[src/rtl/ssc_pkg.sv]
`timescale 1ns / 1ps

package ssc_pkg;

  localparam int MAX_LEN_DEF = 16;
  localparam int MAX_LEN_TOP = 64;
  localparam int PTR_W       = $clog2(MAX_LEN_TOP + 1);
  localparam int CH_W        = 8;
  localparam int RES_W       = 5;

  typedef logic [PTR_W-1:0] ptr_t;
  typedef logic [CH_W-1:0]  ch_t;

  typedef enum logic {
    OP_REF   = 1'b0,
    OP_QUERY = 1'b1
  } op_t;

  typedef enum logic {
    S_RUN,
    S_DRAIN
  } state_t;

  typedef struct packed {
    logic clr;
    logic new_ref;
    logic ld;
    logic upd;
    ch_t  ch;
    ptr_t ptr;
  } cell_ctrl_t;

  typedef struct packed {
    ptr_t best;
    ptr_t cnt;
  } acc_t;

endpackage

[src/rtl/ssc_ifs.sv]
`timescale 1ns / 1ps

interface ssc_in_if;
  import ssc_pkg::*;
  logic valid;
  logic ready;
  logic op;
  ch_t  ch;
  logic last;
  modport source (output valid, output op, output ch, output last, input ready);
  modport sink (input valid, input op, input ch, input last, output ready);
endinterface

interface ssc_out_if;
  import ssc_pkg::*;
  logic             valid;
  logic             ready;
  logic [RES_W-1:0] longest_common;
  logic [RES_W-1:0] positional_matches;
  logic             truncated;
  modport source (output valid, output longest_common, output positional_matches,
                  output truncated, input ready);
  modport sink (input valid, input longest_common, input positional_matches,
                input truncated, output ready);
endinterface

[src/rtl/ssc_cell.sv]
`timescale 1ns / 1ps

module ssc_cell
  import ssc_pkg::*;
#(
  parameter int IDX = 0
) (
  input  logic       clk,
  input  logic       rst_n,
  input  cell_ctrl_t ctrl,
  input  ptr_t       run_in,
  output ptr_t       run_out,
  input  acc_t       acc_in,
  output acc_t       acc_out
);

  ch_t  ref_r;
  logic valid_r, valid_nxt;
  ptr_t run_r, run_nxt;
  ptr_t best_r, best_nxt;
  logic pm_r, pm_nxt;
  acc_t acc_r, acc_nxt;
  logic here;
  logic hit;

  assign here = (ctrl.ptr == PTR_W'(IDX));
  assign hit  = valid_r && (ref_r == ctrl.ch);

  always_comb begin
    valid_nxt = valid_r;
    if (ctrl.new_ref) begin
      valid_nxt = 1'b0;
    end
    if (ctrl.ld && here) begin
      valid_nxt = 1'b1;
    end
  end

  always_comb begin
    run_nxt  = run_r;
    best_nxt = best_r;
    pm_nxt   = pm_r;
    if (ctrl.clr) begin
      run_nxt  = '0;
      best_nxt = '0;
      pm_nxt   = 1'b0;
    end else if (ctrl.upd) begin
      run_nxt  = hit ? run_in + PTR_W'(1) : '0;
      best_nxt = (run_nxt > best_r) ? run_nxt : best_r;
      pm_nxt   = pm_r | (hit && here);
    end
  end

  always_comb begin
    acc_nxt.best = (acc_in.best > best_r) ? acc_in.best : best_r;
    acc_nxt.cnt  = acc_in.cnt + PTR_W'(pm_r);
  end

  always_ff @(posedge clk) begin
    if (!rst_n) begin
      valid_r <= 1'b0;
      run_r   <= '0;
      best_r  <= '0;
      pm_r    <= 1'b0;
    end else begin
      valid_r <= valid_nxt;
      run_r   <= run_nxt;
      best_r  <= best_nxt;
      pm_r    <= pm_nxt;
    end
  end

  always_ff @(posedge clk) begin
    if (ctrl.ld && here) begin
      ref_r <= ctrl.ch;
    end
    acc_r <= acc_nxt;
  end

  assign run_out = run_r;
  assign acc_out = acc_r;

endmodule

[src/rtl/string_similarity_scorer_top.sv]
`timescale 1ns / 1ps

// Scores a query byte string against a stored reference string. Send the
// reference with op = 0 and last on its final byte, then the query with op = 1
// and last on its final byte; each query ends in one result holding the longest
// common contiguous run, the count of equal bytes at equal positions and a
// truncation flag, and the reference stays loaded for further queries. Each
// byte goes to a row of MAX_LEN cells, one per reference position, that
// update their diagonal runs together. After the last query byte the row
// folds its per-cell maxima and counts toward the far end, one cell per
// cycle, so the block stops taking bytes until the result lands in the
// output register. Bytes past MAX_LEN are dropped and flagged.
module string_similarity_scorer_top
  import ssc_pkg::*;
#(
  parameter int MAX_LEN = MAX_LEN_DEF
) (
  input logic      clk,
  input logic      rst_n,
  ssc_in_if.sink   in_if,
  ssc_out_if.source out_if
);

  state_t state_r, state_nxt;
  ptr_t   ref_len_r, ref_len_nxt;
  logic   ref_open_r, ref_open_nxt;
  logic   ref_cut_r, ref_cut_nxt;
  ptr_t   pos_r, pos_nxt;
  logic   qcut_r, qcut_nxt;
  ptr_t   cnt_r, cnt_nxt;

  logic   out_valid_r, out_valid_nxt;
  logic [RES_W-1:0] lc_r, pmc_r;
  logic   trunc_r;

  logic   take;
  logic   acc_ref;
  logic   acc_q;
  logic   finish;
  logic   pos_full;
  logic   len_full;
  cell_ctrl_t ctrl;

  ptr_t run_w [MAX_LEN+1];
  acc_t acc_w [MAX_LEN+1];

  assign acc_ref  = take && (op_t'(in_if.op) == OP_REF);
  assign acc_q    = take && (op_t'(in_if.op) == OP_QUERY);
  assign pos_full = (pos_r >= PTR_W'(MAX_LEN));
  assign len_full = (ref_len_r >= PTR_W'(MAX_LEN));

  always_comb begin
    state_nxt = state_r;
    unique case (state_r)
      S_RUN: begin
        if (acc_q && in_if.last) begin
          state_nxt = S_DRAIN;
        end
      end
      S_DRAIN: begin
        if (finish) begin
          state_nxt = S_RUN;
        end
      end
      default: state_nxt = S_RUN;
    endcase
  end

  always_comb begin
    take   = 1'b0;
    finish = 1'b0;
    unique case (state_r)
      S_RUN: begin
        take = in_if.valid;
      end
      S_DRAIN: begin
        finish = (cnt_r == PTR_W'(MAX_LEN)) && (!out_valid_r || out_if.ready);
      end
      default: begin
        take   = 1'b0;
        finish = 1'b0;
      end
    endcase
  end

  assign in_if.ready = (state_r == S_RUN);

  always_comb begin
    ctrl.clr     = acc_ref || finish;
    ctrl.new_ref = acc_ref && !ref_open_r;
    ctrl.ld      = acc_ref && (!ref_open_r || !len_full);
    ctrl.upd     = acc_q && !pos_full;
    ctrl.ch      = in_if.ch;
    if (acc_q) begin
      ctrl.ptr = pos_r;
    end else if (!ref_open_r) begin
      ctrl.ptr = '0;
    end else begin
      ctrl.ptr = ref_len_r;
    end
  end

  always_comb begin
    ref_len_nxt  = ref_len_r;
    ref_open_nxt = ref_open_r;
    ref_cut_nxt  = ref_cut_r;
    pos_nxt      = pos_r;
    qcut_nxt     = qcut_r;
    cnt_nxt      = '0;
    if (state_r == S_DRAIN && cnt_r != PTR_W'(MAX_LEN)) begin
      cnt_nxt = cnt_r + PTR_W'(1);
    end else if (state_r == S_DRAIN && !finish) begin
      cnt_nxt = cnt_r;
    end
    if (acc_ref) begin
      pos_nxt      = '0;
      qcut_nxt     = 1'b0;
      ref_open_nxt = !in_if.last;
      if (!ref_open_r) begin
        ref_len_nxt = PTR_W'(1);
        ref_cut_nxt = 1'b0;
      end else if (!len_full) begin
        ref_len_nxt = ref_len_r + PTR_W'(1);
      end else begin
        ref_cut_nxt = 1'b1;
      end
    end
    if (acc_q) begin
      ref_open_nxt = 1'b0;
      if (pos_full) begin
        qcut_nxt = 1'b1;
      end else begin
        pos_nxt = pos_r + PTR_W'(1);
      end
    end
    if (finish) begin
      pos_nxt  = '0;
      qcut_nxt = 1'b0;
    end
  end

  assign out_valid_nxt = finish || (out_valid_r && !out_if.ready);

  always_ff @(posedge clk) begin
    if (!rst_n) begin
      state_r     <= S_RUN;
      ref_len_r   <= '0;
      ref_open_r  <= 1'b0;
      ref_cut_r   <= 1'b0;
      pos_r       <= '0;
      qcut_r      <= 1'b0;
      cnt_r       <= '0;
      out_valid_r <= 1'b0;
    end else begin
      state_r     <= state_nxt;
      ref_len_r   <= ref_len_nxt;
      ref_open_r  <= ref_open_nxt;
      ref_cut_r   <= ref_cut_nxt;
      pos_r       <= pos_nxt;
      qcut_r      <= qcut_nxt;
      cnt_r       <= cnt_nxt;
      out_valid_r <= out_valid_nxt;
    end
  end

  always_ff @(posedge clk) begin
    if (finish) begin
      lc_r    <= acc_w[MAX_LEN].best[RES_W-1:0];
      pmc_r   <= acc_w[MAX_LEN].cnt[RES_W-1:0];
      trunc_r <= qcut_r || ref_cut_r;
    end
  end

  assign run_w[0] = '0;
  assign acc_w[0] = '0;

  for (genvar k = 0; k < MAX_LEN; k++) begin : g_cell
    ssc_cell #(
      .IDX (k)
    ) u_cell (
      .clk     (clk),
      .rst_n   (rst_n),
      .ctrl    (ctrl),
      .run_in  (run_w[k]),
      .run_out (run_w[k+1]),
      .acc_in  (acc_w[k]),
      .acc_out (acc_w[k+1])
    );
  end

  assign out_if.valid              = out_valid_r;
  assign out_if.longest_common     = lc_r;
  assign out_if.positional_matches = pmc_r;
  assign out_if.truncated          = trunc_r;

endmodule
[src/flat_wrapper.sv]
// flat-port wrapper written by rule: the top's interface ports become plain ports
module string_similarity_scorer_top_flat import ssc_pkg::*;
#(
  parameter int MAX_LEN = MAX_LEN_DEF
)
  (clk, rst_n, in_if_valid, in_if_op, in_if_ch, in_if_last, in_if_ready, out_if_valid, out_if_longest_common, out_if_positional_matches, out_if_truncated, out_if_ready);
  ssc_in_if in_if_i ();
  ssc_out_if out_if_i ();
  input logic clk;
  input logic rst_n;
  input wire logic [$bits(in_if_i.valid)-1:0] in_if_valid;
  input wire logic [$bits(in_if_i.op)-1:0] in_if_op;
  input wire logic [$bits(in_if_i.ch)-1:0] in_if_ch;
  input wire logic [$bits(in_if_i.last)-1:0] in_if_last;
  output wire logic [$bits(in_if_i.ready)-1:0] in_if_ready;
  output wire logic [$bits(out_if_i.valid)-1:0] out_if_valid;
  output wire logic [$bits(out_if_i.longest_common)-1:0] out_if_longest_common;
  output wire logic [$bits(out_if_i.positional_matches)-1:0] out_if_positional_matches;
  output wire logic [$bits(out_if_i.truncated)-1:0] out_if_truncated;
  input wire logic [$bits(out_if_i.ready)-1:0] out_if_ready;
  assign in_if_i.valid = in_if_valid;
  assign in_if_i.op = in_if_op;
  assign in_if_i.ch = in_if_ch;
  assign in_if_i.last = in_if_last;
  assign in_if_ready = in_if_i.ready;
  assign out_if_valid = out_if_i.valid;
  assign out_if_longest_common = out_if_i.longest_common;
  assign out_if_positional_matches = out_if_i.positional_matches;
  assign out_if_truncated = out_if_i.truncated;
  assign out_if_i.ready = out_if_ready;
  string_similarity_scorer_top #(.MAX_LEN(MAX_LEN)) u_core (.clk(clk), .rst_n(rst_n), .in_if(in_if_i), .out_if(out_if_i));
endmodule
[config.mk]
export PLATFORM = sky130hd
export DESIGN_NAME = string_similarity_scorer_top_flat
export DESIGN_NICKNAME = d
export VERILOG_FILES = /design/src/rtl/ssc_pkg.sv /design/src/rtl/ssc_ifs.sv /design/src/rtl/ssc_cell.sv /design/src/rtl/string_similarity_scorer_top.sv /design/src/flat_wrapper.sv
export SDC_FILE = /design/constraint.sdc
export NUM_CORES = 1
export LEC_CHECK = 0
export BUFFER_PORTS_ARGS = -buffer_cell sky130_fd_sc_hd__buf_2
export CAP_MARGIN = 0
export CORE_MARGIN = 2
export CORE_UTILIZATION = 23
export DETAILED_ROUTE_END_ITERATION = 8
export GPL_TIMING_DRIVEN = 0
export PLACE_DENSITY_LB_ADDON = 0.3
export SLEW_MARGIN = 20
export SYNTH_ARGS = -nofsm -noshare
export SYNTH_HDL_FRONTEND = slang
export SYNTH_HIERARCHICAL = 1
export SYNTH_SLANG_ARGS = --single-unit
[constraint.sdc]
create_clock -name clk -period 10 [get_ports clk]
set_input_delay 0.5 -clock clk [delete_from_list [all_inputs] [get_ports clk]]
set_output_delay 0.5 -clock clk [all_outputs]
set_load 0.01 [all_outputs]
==> results_dict.tcl <==
set metrics [dict create \
    start_util_pct 23.1 \
    placed_cell_area_sq_um 31900 \
    rsz0062_at_grt "false" \
    crit_top_cell "nand2_1" \
    max_cap_violations 0 \
    pwr-share-clk_pct 47.1 \
    yosys_warnings 6 \
    clockBufferDepth 3 \
    cts_resized 0 \
    setup-violations-final 0 \
    cp.required_ns 10.30 \
    grt_overflow 0 \
    status "finished, final reports clean" \
    vias 20081 \
    cts_tree "built" \
    grt_pass1_wl_mm 108 \
    die-width_microns 361 \
    netSwitchingFraction_pct 22.5 \
    max_freq_mhz 267 \
    drt_iter0_markers 930 \
    grt_max_degree 42 \
    worstPathMaxFanout 16 \
    slew_violations 0 \
    synthCells 2819 \
    p_switching_mw 1.20 \
    htreeDepth 2 \
    cts_hold_buf 0 \
    crit_chain "and3b_2 > clkbuf_1 > nand2_1 > nand2_1 > or4_1 > nor4b_1 > and2_1" \
    final_antenna_net_count 0 \
    post-cts-setup-buffer-count 0 \
    avgSynthCellArea_sq_um 10.4 \
    finalCritPeriodShare_pct 37.5 \
    cp-start-kind "register" \
    crit_arrival_ns 4.05 \
    worstSetupEndpointType "register" \
    path_clk_slew_ns 0.06 \
    crit_path_max_incr_delay_ns 0.85 \
    synth_area_sq_um 29400 \
    path_buf_inv 1 \
    grt_pass1_vias 19555 \
    final_area_sq_um 34100 \
    grt_antenna_before_repair 7 \
    ios 27 \
    internal-power_mw 4.12 \
    min_period_ns 3.75 \
    final_hold_viol_count 0 \
    cpMaxStageDelayCell "nor4b_1" \
    timing.hold.ws_ns 0.164 \
    drc 0 \
    grt_use_total_pct 10.1 \
    tns_ns 0 \
    totalWireLength_mm 67.0 \
    routabilityCongestion 0.771 \
    cts_sinks 604 \
    dp_hpwl_mm 47.4 \
    vdd_drop_max_mv 0.142 \
    core_sq_um 127000 \
    area_delta_synth_final_pct 16.2 \
    seq_power_share_pct 47.9 \
    drt_pre_antenna_iters 5 \
    wl_per_cell_microns 14.3 \
    dieArea_sq_um 131000 \
    worstSetupPathType "register to register" \
    numCtsBuffers 61 \
    via_per_inst 4.30 \
    fin_ws_ns 6.25 \
    worst_skew_pair.late_latency_ns 0.64 \
    pre_cts_ws_ns 5.71 \
    hp-class "input pin to register" \
    die_h_microns 361 \
    rows 131 \
    fin_util_pct 26.8 \
    p_per_area_nw_per_um2 156 \
    critPathTopFamily "simple AND/OR/NAND/NOR gates" \
    combPwrFrac_pct 5.0 \
    finalClockSkew_ns 0.0232 \
    slew_headroom_pct 31.2 \
    drive_gt1_share_pct 10.5 \
    cts-root-buf "clkbuf_16" \
    leakagePower_nw 13.2 \
    layout.nets 3249 \
    worstMarginPinSlew_ns 1.02 \
    numPortBuffers 26 \
]
==> final cells by class <==
| type | instances | area, sq um |
|---|---|---|
| buffer | 38 | 154 |
| sequential | 604 | 13500 |
| inverter | 218 | 818 |
| multi-input combinational | 2000 | 15100 |
| clock inverter | 33 | 447 |
| fill | 13496 | 93000 |
| clock buffer | 82 | 1770 |
| antenna | 2 | 5.00 |
| timing repair buffer | 34 | 277 |
| tap | 1662 | 2080 |
==> worst paths after layout <==
kind | cells past startpoint | endpoint | slack [ns] | from
setup / recovery | 7 | u_core/g_cell[2].u_cell/ref_r[1] | 6.25 | u_core/state_r
hold / removal | 3 | u_core/state_r | 0.16 | in_if_last
setup reg to reg | 7 | u_core/g_cell[2].u_cell/ref_r[1] | 6.25 | u_core/state_r
hold reg to reg | 0 | u_core/out_if.longest_common[1] | 0.40 | u_core/g_cell[15].u_cell/acc_out[8]
==> flip-flops by register name (all words and copies together) (netlist names), 5 cells and up <==
signal,flops
u_core/cnt_r,7
u_core/g_cell.u_cell/acc_out,190
u_core/g_cell.u_cell/best_r,112
u_core/g_cell.u_cell/pm_r,16
u_core/g_cell.u_cell/ref_r,128
u_core/g_cell.u_cell/run_out,105
u_core/g_cell.u_cell/valid_r,16
u_core/out_if.longest_common,5
u_core/out_if.positional_matches,5
u_core/pos_r,7
u_core/ref_len_r,7
==> cell usage in the layout (no fill, tap or decap), types with 15 or more instances in the layout <==
cell type and n:
o22ai_1 105, clkbuf_16 63, and2_1 17, nand3_1 146
xor2_1 52, nand2b_1 33, clkbuf_1 42, a21oi_1 61
a21o_1 17, a211oi_1 15, edfxtp_1 139, nor2_1 25
mux2_2 110, dfxtp_1 465, nand3b_1 124, and3_1 18
nor3_2 16, nor2b_1 65, conb_1 42, inv_1 218
xnor2_1 207, o31ai_4 16, o21a_1 64, a31oi_1 19
buf_2 27, ha_1 278, o21ai_0 134, o31a_1 15
nand2_1 260, and4_1 17, nand4_1 52, nor2b_4 16
==> power by group through the flow <==
stage	sequential, mW	clock (mW)	combinational (mW)
final	2.55	2.50	0.268
after global routing	2.55	2.68	0.299
after CTS	2.55	2.59	0.274
after detailed placement	2.60	0	0.272
after global placement	2.60	0	0.269
after floorplan	2.59	0	0.187
==> per-stage QoR <==
stage,power [mW],std cells
4_1_cts,5.41,4671
3_3_place_gp,2.87,4548
5_1_grt,5.53,4672
6_report,5.32,4673
2_1_floorplan,2.78,2860
3_5_place_dp,2.87,4556
==> routing by layer <==
metal | up-vias | wire length [microns] | global-route usage, %
li1 | 10297 | - | -
met1 | 9483 | 34100 | 14.3
met2 | 221 | 29700 | 16.1
met3 | 78 | 2200 | 1.54
met4 | 2 | 996 | 2.12
met5 | - | 11 | 0
==> tightest hold or removal path, cell delays in order <==
cell and delay (ns):
buf_2 0.11, nand2_1 0.07, a21boi_0 0.07
Power figures use the tool's default switching activity.
